$ cat src/rtl/kwa_pkg.sv
`timescale 1ns / 1ps
`default_nettype none
// ----------------------------------------------------------------------------
// kwa_pkg
// Shared types and constants of the keyed weighted average table.
// ----------------------------------------------------------------------------
package kwa_pkg;

  localparam int CMD_W    = 3;
  localparam int KEY_W    = 4;
  localparam int WEIGHT_W = 16;
  localparam int VALUE_W  = 24;
  localparam int COUNT_W  = 5;

  typedef enum logic [CMD_W-1:0] {
    CMD_APPEND = 3'd0,
    CMD_SET    = 3'd1,
    CMD_ZERO   = 3'd2,
    CMD_CLEAR  = 3'd3,
    CMD_CALC   = 3'd4
  } cmd_t;

  typedef enum logic [2:0] {
    ST_IDLE,
    ST_SWEEP,
    ST_DRAIN,
    ST_DIV,
    ST_FIN
  } state_t;

  typedef struct packed {
    logic [CMD_W-1:0]           command;
    logic [KEY_W-1:0]           key;
    logic [WEIGHT_W-1:0]        weight;
    logic signed [VALUE_W-1:0]  value;
  } in_t;

  typedef struct packed {
    logic                       ok;
    logic signed [VALUE_W-1:0]  average;
    logic [COUNT_W-1:0]         entry_count;
  } out_t;

endpackage
`default_nettype wire

$ cat src/rtl/kwa_ram.sv
`timescale 1ns / 1ps
`default_nettype none
// ----------------------------------------------------------------------------
// kwa_ram
// Generic simple dual-port RAM, one write and one registered read port.
// ----------------------------------------------------------------------------
module kwa_ram #(
  parameter int WIDTH = 16,
  parameter int DEPTH = 16
) (
  input  wire logic                                    clk,
  input  wire logic                                    wr_en,
  input  wire logic [((DEPTH > 1) ? $clog2(DEPTH) : 1)-1:0] wr_addr,
  input  wire logic [WIDTH-1:0]                        wr_data,
  input  wire logic                                    rd_en,
  input  wire logic [((DEPTH > 1) ? $clog2(DEPTH) : 1)-1:0] rd_addr,
  output logic      [WIDTH-1:0]                        rd_data
);

  logic [WIDTH-1:0] mem [DEPTH];

  always_ff @(posedge clk) begin
    if (wr_en) begin
      mem[wr_addr] <= wr_data;
    end
    if (rd_en) begin
      rd_data <= mem[rd_addr];
    end
  end

endmodule
`default_nettype wire

$ cat src/rtl/keyed_weighted_average_table.sv
`timescale 1ns / 1ps
`default_nettype none
// Operation: append, set value, zero values and clear write the result register
//   at the accepting edge, and it moves on to a free output register; calculate
//   reads the RAMs once per key, drains the multiply and accumulate stages, loads
//   the divider, then runs a 41 + log2(KEYS) step restoring divide; zero weight skips it.
// Flow: input stalls while busy or while the result register is full; it reopens
//   once the result moves to the output register. Reset clears table and control.
// ----------------------------------------------------------------------------
// keyed_weighted_average_table
// Keyed table of weights and values with a weighted mean over valid entries.
// ----------------------------------------------------------------------------
module keyed_weighted_average_table #(
  parameter int KEYS = 16
) (
  input  wire logic         clk,
  input  wire logic         rst_n,
  input  wire logic         in_valid,
  output logic              in_stall,
  input  wire kwa_pkg::in_t in_data,
  output logic              out_valid,
  input  wire logic         out_stall,
  output kwa_pkg::out_t     out_data
);

  localparam int AW     = (KEYS > 1) ? $clog2(KEYS) : 1;
  localparam int CNT_W  = $clog2(KEYS + 1);
  localparam int PROD_W = kwa_pkg::VALUE_W + kwa_pkg::WEIGHT_W + 1;
  localparam int ACC_W  = PROD_W + AW;
  localparam int WSUM_W = kwa_pkg::WEIGHT_W + AW;
  localparam int DIV_CW = $clog2(ACC_W + 1);

  // --------------------------------------------------------------------------
  // Control state
  // --------------------------------------------------------------------------
  kwa_pkg::state_t state_r, state_nxt;

  logic [KEYS-1:0]  valid_r;   // entry holds a key
  logic [KEYS-1:0]  vzero_r;   // entry value reads as zero until set again
  logic [CNT_W-1:0] cnt_r, cnt_nxt;

  kwa_pkg::out_t res_r, out_r;
  logic          res_valid_r, out_valid_r;

  // sweep and divider
  logic [AW-1:0]             idx_r;
  logic                      p1_v_r, p2_v_r;
  logic [AW-1:0]             p1_idx_r;
  logic signed [PROD_W-1:0]  prod_r;
  logic [kwa_pkg::WEIGHT_W-1:0] wgt_r;
  logic signed [ACC_W-1:0]   acc_r;
  logic [WSUM_W-1:0]         wsum_r;
  logic                      neg_r;
  logic [ACC_W-1:0]          quo_r;
  logic [WSUM_W-1:0]         rem_r;
  logic [DIV_CW-1:0]         dcnt_r;

  // --------------------------------------------------------------------------
  // Input decode. Accept only in idle with the result stage empty; the output
  // register still lets a finished result wait while the next one is built.
  // --------------------------------------------------------------------------
  logic          in_acc;
  logic [AW-1:0] key_idx;
  logic          in_range, present;
  logic          cmd_ok, do_append, do_set, do_zero, do_clear, do_calc;

  assign in_stall = (state_r != kwa_pkg::ST_IDLE) || res_valid_r;
  assign in_acc   = in_valid && !in_stall;
  assign key_idx  = AW'(in_data.key);
  assign in_range = 32'(in_data.key) < 32'(KEYS);
  assign present  = in_range && valid_r[key_idx];

  always_comb begin
    cmd_ok    = 1'b0;
    do_append = 1'b0;
    do_set    = 1'b0;
    do_zero   = 1'b0;
    do_clear  = 1'b0;
    do_calc   = 1'b0;
    unique case (in_data.command)
      kwa_pkg::CMD_APPEND: begin
        cmd_ok    = in_range && !present;
        do_append = cmd_ok;
      end
      kwa_pkg::CMD_SET: begin
        cmd_ok = present;
        do_set = present;
      end
      kwa_pkg::CMD_ZERO: begin
        cmd_ok  = 1'b1;
        do_zero = 1'b1;
      end
      kwa_pkg::CMD_CLEAR: begin
        cmd_ok   = 1'b1;
        do_clear = 1'b1;
      end
      kwa_pkg::CMD_CALC: begin
        cmd_ok  = 1'b1;
        do_calc = 1'b1;
      end
      default: begin
        cmd_ok = 1'b0;
      end
    endcase
  end

  always_comb begin
    cnt_nxt = cnt_r;
    if (do_append) begin
      cnt_nxt = cnt_r + CNT_W'(1);
    end else if (do_clear) begin
      cnt_nxt = '0;
    end
  end

  // --------------------------------------------------------------------------
  // Weight and value memories. Append writes the weight and marks the value
  // zero; set value writes the value. The sweep reads both at idx_r.
  // --------------------------------------------------------------------------
  logic                         rd_en;
  logic [kwa_pkg::WEIGHT_W-1:0] w_rd;
  logic [kwa_pkg::VALUE_W-1:0]  v_rd;

  kwa_ram #(
    .WIDTH (kwa_pkg::WEIGHT_W),
    .DEPTH (KEYS)
  ) u_weight_ram (
    .clk     (clk),
    .wr_en   (in_acc && do_append),
    .wr_addr (key_idx),
    .wr_data (in_data.weight),
    .rd_en   (rd_en),
    .rd_addr (idx_r),
    .rd_data (w_rd)
  );

  kwa_ram #(
    .WIDTH (kwa_pkg::VALUE_W),
    .DEPTH (KEYS)
  ) u_value_ram (
    .clk     (clk),
    .wr_en   (in_acc && do_set),
    .wr_addr (key_idx),
    .wr_data (in_data.value),
    .rd_en   (rd_en),
    .rd_addr (idx_r),
    .rd_data (v_rd)
  );

  // --------------------------------------------------------------------------
  // State machine: next state
  // --------------------------------------------------------------------------
  logic sweep_last, drain_done, div_last;

  assign sweep_last = (idx_r == AW'(KEYS - 1));
  assign drain_done = !p1_v_r && !p2_v_r;
  assign div_last   = (dcnt_r == DIV_CW'(1));

  always_comb begin
    state_nxt = state_r;
    unique case (state_r)
      kwa_pkg::ST_IDLE: begin
        if (in_acc && do_calc) begin
          state_nxt = kwa_pkg::ST_SWEEP;
        end
      end
      kwa_pkg::ST_SWEEP: begin
        if (sweep_last) begin
          state_nxt = kwa_pkg::ST_DRAIN;
        end
      end
      kwa_pkg::ST_DRAIN: begin
        if (drain_done) begin
          // zero total weight skips the divide and yields zero
          state_nxt = (wsum_r == '0) ? kwa_pkg::ST_FIN : kwa_pkg::ST_DIV;
        end
      end
      kwa_pkg::ST_DIV: begin
        if (div_last) begin
          state_nxt = kwa_pkg::ST_FIN;
        end
      end
      kwa_pkg::ST_FIN: begin
        state_nxt = kwa_pkg::ST_IDLE;
      end
      default: begin
        state_nxt = kwa_pkg::ST_IDLE;
      end
    endcase
  end

  // --------------------------------------------------------------------------
  // State machine: outputs
  // --------------------------------------------------------------------------
  logic div_load, div_step, fin;

  always_comb begin
    rd_en    = 1'b0;
    div_load = 1'b0;
    div_step = 1'b0;
    fin      = 1'b0;
    unique case (state_r)
      kwa_pkg::ST_IDLE:  rd_en    = 1'b0;
      kwa_pkg::ST_SWEEP: rd_en    = 1'b1;
      kwa_pkg::ST_DRAIN: div_load = drain_done;
      kwa_pkg::ST_DIV:   div_step = 1'b1;
      kwa_pkg::ST_FIN:   fin      = 1'b1;
      default:           rd_en    = 1'b0;
    endcase
  end

  // --------------------------------------------------------------------------
  // Multiply stage: one entry per cycle, taking the registered RAM read data.
  // Drop invalid entries; a value marked zero contributes weight only.
  // --------------------------------------------------------------------------
  logic signed [kwa_pkg::VALUE_W-1:0] v_eff;
  logic signed [PROD_W-1:0]           prod;
  logic                               p1_hit;

  assign p1_hit = valid_r[p1_idx_r];
  assign v_eff  = vzero_r[p1_idx_r] ? '0 : $signed(v_rd);
  assign prod   = v_eff * $signed({1'b0, w_rd});

  // --------------------------------------------------------------------------
  // Divider step: restoring, one quotient bit per cycle on magnitudes
  // --------------------------------------------------------------------------
  logic [WSUM_W:0]                    rem_sh, diff;
  logic                               ge;
  logic [ACC_W-1:0]                   acc_mag;
  logic [kwa_pkg::VALUE_W-1:0]        q_mag;
  logic [kwa_pkg::VALUE_W-1:0]        avg;

  assign rem_sh  = {rem_r, quo_r[ACC_W-1]};
  assign diff    = rem_sh - {1'b0, wsum_r};
  assign ge      = !diff[WSUM_W];
  assign acc_mag = acc_r[ACC_W-1] ? ACC_W'(-acc_r) : ACC_W'(acc_r);
  // the mean lies within the value range, so the quotient fits in 24 bits
  assign q_mag   = quo_r[kwa_pkg::VALUE_W-1:0];
  assign avg     = neg_r ? (~q_mag + kwa_pkg::VALUE_W'(1)) : q_mag;

  // --------------------------------------------------------------------------
  // Result and output stages
  // --------------------------------------------------------------------------
  logic res_set, out_load;

  assign res_set  = (in_acc && !do_calc) || fin;
  assign out_load = res_valid_r && (!out_valid_r || !out_stall);

  assign out_valid = out_valid_r;
  assign out_data  = out_r;

  // --------------------------------------------------------------------------
  // Control registers
  // --------------------------------------------------------------------------
  always_ff @(posedge clk) begin
    if (!rst_n) begin
      state_r     <= kwa_pkg::ST_IDLE;
      valid_r     <= '0;
      vzero_r     <= '0;
      cnt_r       <= '0;
      res_valid_r <= 1'b0;
      out_valid_r <= 1'b0;
      p1_v_r      <= 1'b0;
      p2_v_r      <= 1'b0;
      idx_r       <= '0;
      dcnt_r      <= '0;
    end else begin
      state_r <= state_nxt;
      cnt_r   <= in_acc ? cnt_nxt : cnt_r;

      if (in_acc) begin
        if (do_append) begin
          valid_r[key_idx] <= 1'b1;
          vzero_r[key_idx] <= 1'b1;
        end
        if (do_set) begin
          vzero_r[key_idx] <= 1'b0;
        end
        if (do_zero) begin
          vzero_r <= '1;
        end
        if (do_clear) begin
          valid_r <= '0;
        end
      end

      // advance the sweep index and the pipeline marks
      if (in_acc && do_calc) begin
        idx_r <= '0;
      end else if (rd_en) begin
        idx_r <= idx_r + AW'(1);
      end
      p1_v_r <= rd_en;
      p2_v_r <= p1_v_r;

      if (div_load) begin
        dcnt_r <= DIV_CW'(ACC_W);
      end else if (div_step) begin
        dcnt_r <= dcnt_r - DIV_CW'(1);
      end

      if (res_set) begin
        res_valid_r <= 1'b1;
      end else if (out_load) begin
        res_valid_r <= 1'b0;
      end

      if (out_load) begin
        out_valid_r <= 1'b1;
      end else if (!out_stall) begin
        out_valid_r <= 1'b0;
      end
    end
  end

  // --------------------------------------------------------------------------
  // Datapath registers
  // --------------------------------------------------------------------------
  always_ff @(posedge clk) begin
    p1_idx_r <= idx_r;

    if (p1_v_r) begin
      prod_r <= p1_hit ? prod : '0;
      wgt_r  <= p1_hit ? w_rd : '0;
    end

    // clear the sums on a new calculate, accumulate behind the multiplier
    if (in_acc && do_calc) begin
      acc_r  <= '0;
      wsum_r <= '0;
    end else if (p2_v_r) begin
      acc_r  <= acc_r + ACC_W'(prod_r);
      wsum_r <= wsum_r + WSUM_W'(wgt_r);
    end

    if (div_load) begin
      neg_r <= acc_r[ACC_W-1];
      quo_r <= (wsum_r == '0) ? '0 : acc_mag;
      rem_r <= '0;
    end else if (div_step) begin
      rem_r <= ge ? diff[WSUM_W-1:0] : rem_sh[WSUM_W-1:0];
      quo_r <= {quo_r[ACC_W-2:0], ge};
    end

    if (in_acc && !do_calc) begin
      res_r.ok          <= cmd_ok;
      res_r.average     <= '0;
      res_r.entry_count <= kwa_pkg::COUNT_W'(cnt_nxt);
    end else if (fin) begin
      res_r.ok          <= 1'b1;
      res_r.average     <= avg;
      res_r.entry_count <= kwa_pkg::COUNT_W'(cnt_r);
    end

    if (out_load) begin
      out_r <= res_r;
    end
  end

endmodule
`default_nettype wire
$ cat config.mk
export PLATFORM = sky130hd
export DESIGN_NAME = keyed_weighted_average_table
export DESIGN_NICKNAME = d
export VERILOG_FILES = /design/src/rtl/kwa_pkg.sv /design/src/rtl/kwa_ram.sv /design/src/rtl/keyed_weighted_average_table.sv
export SDC_FILE = /design/constraint.sdc
export NUM_CORES = 2
export LEC_CHECK = 0
export ABC_CLOCK_PERIOD_IN_PS = 11200
export BUFFER_PORTS_ARGS = -buffer_cell sky130_fd_sc_hd__buf_2
export CORE_MARGIN = 4
export CORE_UTILIZATION = 64
export CTS_CLUSTER_SIZE = 40
export DETAILED_ROUTE_END_ITERATION = 12
export GPL_ROUTABILITY_DRIVEN = 0
export GPL_TIMING_DRIVEN = 0
export HOLD_SLACK_MARGIN = 0.08
export PLACE_DENSITY_LB_ADDON = 0.15
export SYNTH_ARGS = -nofsm -noshare
export SYNTH_HDL_FRONTEND = slang
export SYNTH_SLANG_ARGS = --single-unit
$ cat constraint.sdc
create_clock -name clk -period 11.2 [get_ports clk]
set_clock_uncertainty 0.15 [all_clocks]
set_input_delay 1.12 -clock clk [delete_from_list [all_inputs] [get_ports clk]]
set_output_delay 1.12 -clock clk [all_outputs]
set_load 0.01 [all_outputs]
==> impl_metrics.env <==
export IMPL_rsz0062_at_grt="no"
export IMPL_outcome="complete, no violations"
export IMPL_cts_setup_buffers=0
export IMPL_finalHoldViolations=0
export IMPL_numCtsBuffers=96
export IMPL_synth_avg_cell_area_um2=12.8
export IMPL_hp_class="register to register"
export IMPL_wl_per_cell_um=25.2
export IMPL_synthCells=4412
export IMPL_drive_gt1_share_pct=11.5
export IMPL_antenna_found_initial=13
export IMPL_worstRegToRegCells=27
export IMPL_path_max_fanout=10
export IMPL_drv_cap=0
export IMPL_tns_ps=0
export IMPL_die_area_um2=93100
export IMPL_placed_cells=5671
export IMPL_yosys_area_top_type_share_pct=43.5
export IMPL_drtAntennaViolNets=0
export IMPL_grt_pass1_vias=37562
export IMPL_post_route_min_period_ps=10430
export IMPL_path_clk_slew_ps=60
export IMPL_synth_warnings=0
export IMPL_h_tree_depth=3
export IMPL_grt_overflow=0
export IMPL_worst_slew_pin_slew_ps=1280
export IMPL_numPortBuffers=79
export IMPL_die_x_um=305
export IMPL_grt_pass1_wl_um=225000
export IMPL_whs_ps=201
export IMPL_ys_flop_type="edfxtp_1"
export IMPL_num_io_pins=83
export IMPL_relSlewSlack_pct=14.3
export IMPL_final_cells=5856
export IMPL_cts_tree="built"
export IMPL_cp_end_kind="register"
export IMPL_drc=0
export IMPL_ctsResizeCount=0
export IMPL_ys_seq_area_share_pct=49.5
export IMPL_wl_um=148000
export IMPL_dp_hpwl_um=101000
export IMPL_ys_ff_latch=986
export IMPL_hold_buffers=0
export IMPL_vias_per_cell=6.27
export IMPL_rows=108
export IMPL_period_share_pct=93.1
export IMPL_track_usage_pct=31.9
export IMPL_syn_to_final_growth_pct=10.3
export IMPL_initial_core_util_pct=64.8
export IMPL_synth_most_common_cell="edfxtp_1"
export IMPL_cts_sinks=986
export IMPL_fp_dieH_um=305
export IMPL_grt_max_degree=43
export IMPL_criticalPathCategory="register to register"
export IMPL_synth_edf_count=819
export IMPL_slew_violations=0
export IMPL_root_buffer="clkbuf_16"
export IMPL_ys_top_cells_by_count="edfxtp_1 (819), inv_1 (513), nand2_1 (429)"
export IMPL_drt_iter0_drc=4021
export IMPL_cts_max_path_buffers=3
export IMPL_yosysUniqueCellTypes=83
export IMPL_nets=5232
export IMPL_netlist_area_um2=56500
export IMPL_worstSkewPairLatency_ps=700
export IMPL_post_synth_top_area_cell="edfxtp_1"
export IMPL_critPathLaunchType="register"
export IMPL_crit_arrival_ps=10810
export IMPL_max_freq_ghz=0.0959
export IMPL_async_flop_share_pct=0
export IMPL_min_path_cells=0
export IMPL_synth_nets=5030
export IMPL_core_area_um2=87200
export IMPL_synth_area_top_cells="edfxtp_1 (44%), fa_1 (13%), mux4_2 (8.5%), dfxtp_1 (5.9%), ha_1 (4.1%)"
export IMPL_setup_viol=0
export IMPL_required_ps=11580
export IMPL_vias=36711
export IMPL_dr_pass1_iters=6
## critical path: stages, from the launching register on
cell and delay (ps):
dfxtp_1 330, clkbuf_1 500, mux4_2 420, mux4_2 620, clkbuf_1 310, buf_1 310
nor2b_1 820, buf_2 430, nand2_1 130, fa_1 540, fa_1 570, fa_1 450
fa_1 550, inv_1 50, fa_1 480, inv_1 50, fa_1 470, inv_1 40
ha_1 360, nand3_1 120, nor4_1 390, nor4_1 120, nor2_1 290, a41oi_1 360
nor3_1 470, o221ai_1 310, or4b_1 530, nand3_1 100
## final timing paths
check / startpoint / end / slack [ps]
setup / recovery: p1_idx_r[1] / prod_r[37] / 770
hold / removal: idx_r[3] / p1_idx_r[3] / 200
setup reg to reg: p1_idx_r[1] / prod_r[37] / 770
hold reg to reg: idx_r[3] / p1_idx_r[3] / 200
## through the flow
step / setup WS [ps] / area (um2) / util [%]
6_report: 768 / 62300 / 71.5
5_1_grt: 349 / 62300 / 71.5
4_1_cts: 923 / 62300 / 71.5
3_5_place_dp: 1010 / 59000 / 67.7
3_3_place_gp: 1090 / 58300 / 66.9
2_1_floorplan: 2890 / 56500 / -
## registers in the layout, indices dropped and copies added, names as in the netlist, 24 cells and up
name                 flops
u_value_ram.rd_data     24
out_data                30
u_weight_ram.mem       256
u_value_ram.mem        384
quo_r                   45
res_r                   30
acc_r                   45
prod_r                  41
## kinds of logic after synthesis
| group | Yosys count | synth area share [%] |
|---|---|---|
| simple gates | 1136 | 9.59 |
| flops | 986 | 49.5 |
| buf+inv | 713 | 4.82 |
| compound gates | 578 | 6.48 |
| fa+ha+maj | 567 | 17.6 |
| mux | 270 | 9.53 |
| xor+xnor | 162 | 2.51 |
## cell usage in the layout, fill, tap and decap left out, drive strengths merged, types with 36 or more instances in the layout
cell type / n
o21ai: 183
nor3: 36
a21o: 54
nand2: 431
ha: 187
clkbuf: 271
inv: 516
mux4: 214
edfxtp: 819
fa: 380
buf: 146
nor2b: 58
nand3: 70
mux2i: 53
o31ai: 36
a21oi: 123
xnor2: 71
nor2: 229
dfxtp: 167
clkinv: 43
and2: 183
xor2: 91
## final cells by class
cell class | instances | area (um2)
clock inverter | 64 | 791
clock buffer | 114 | 2530
buffer | 199 | 796
antenna | 7 | 17.5
multi-input combinational | 2713 | 26000
inverter | 514 | 1930
tap | 1155 | 1450
timing repair buffer | 104 | 858
sequential | 986 | 27900
fill | 5761 | 24800
## metal layers
metal | routed length, um | vias up | GRT usage, % | part of all wire [%]
met1 | 55300 | 18466 | 41.3 | 37
met3 | 13100 | 409 | 6.67 | 8.9
met2 | 72900 | 1924 | 53.7 | 49
li1 | - | 15904 | - | -
met4 | 6270 | 8 | 11.9 | 4.2
met5 | 53 | - | 0 | 0.036
Power is not shown: default switching activity piles up to over one toggle a cycle in this logic, so the estimate is an artifact.
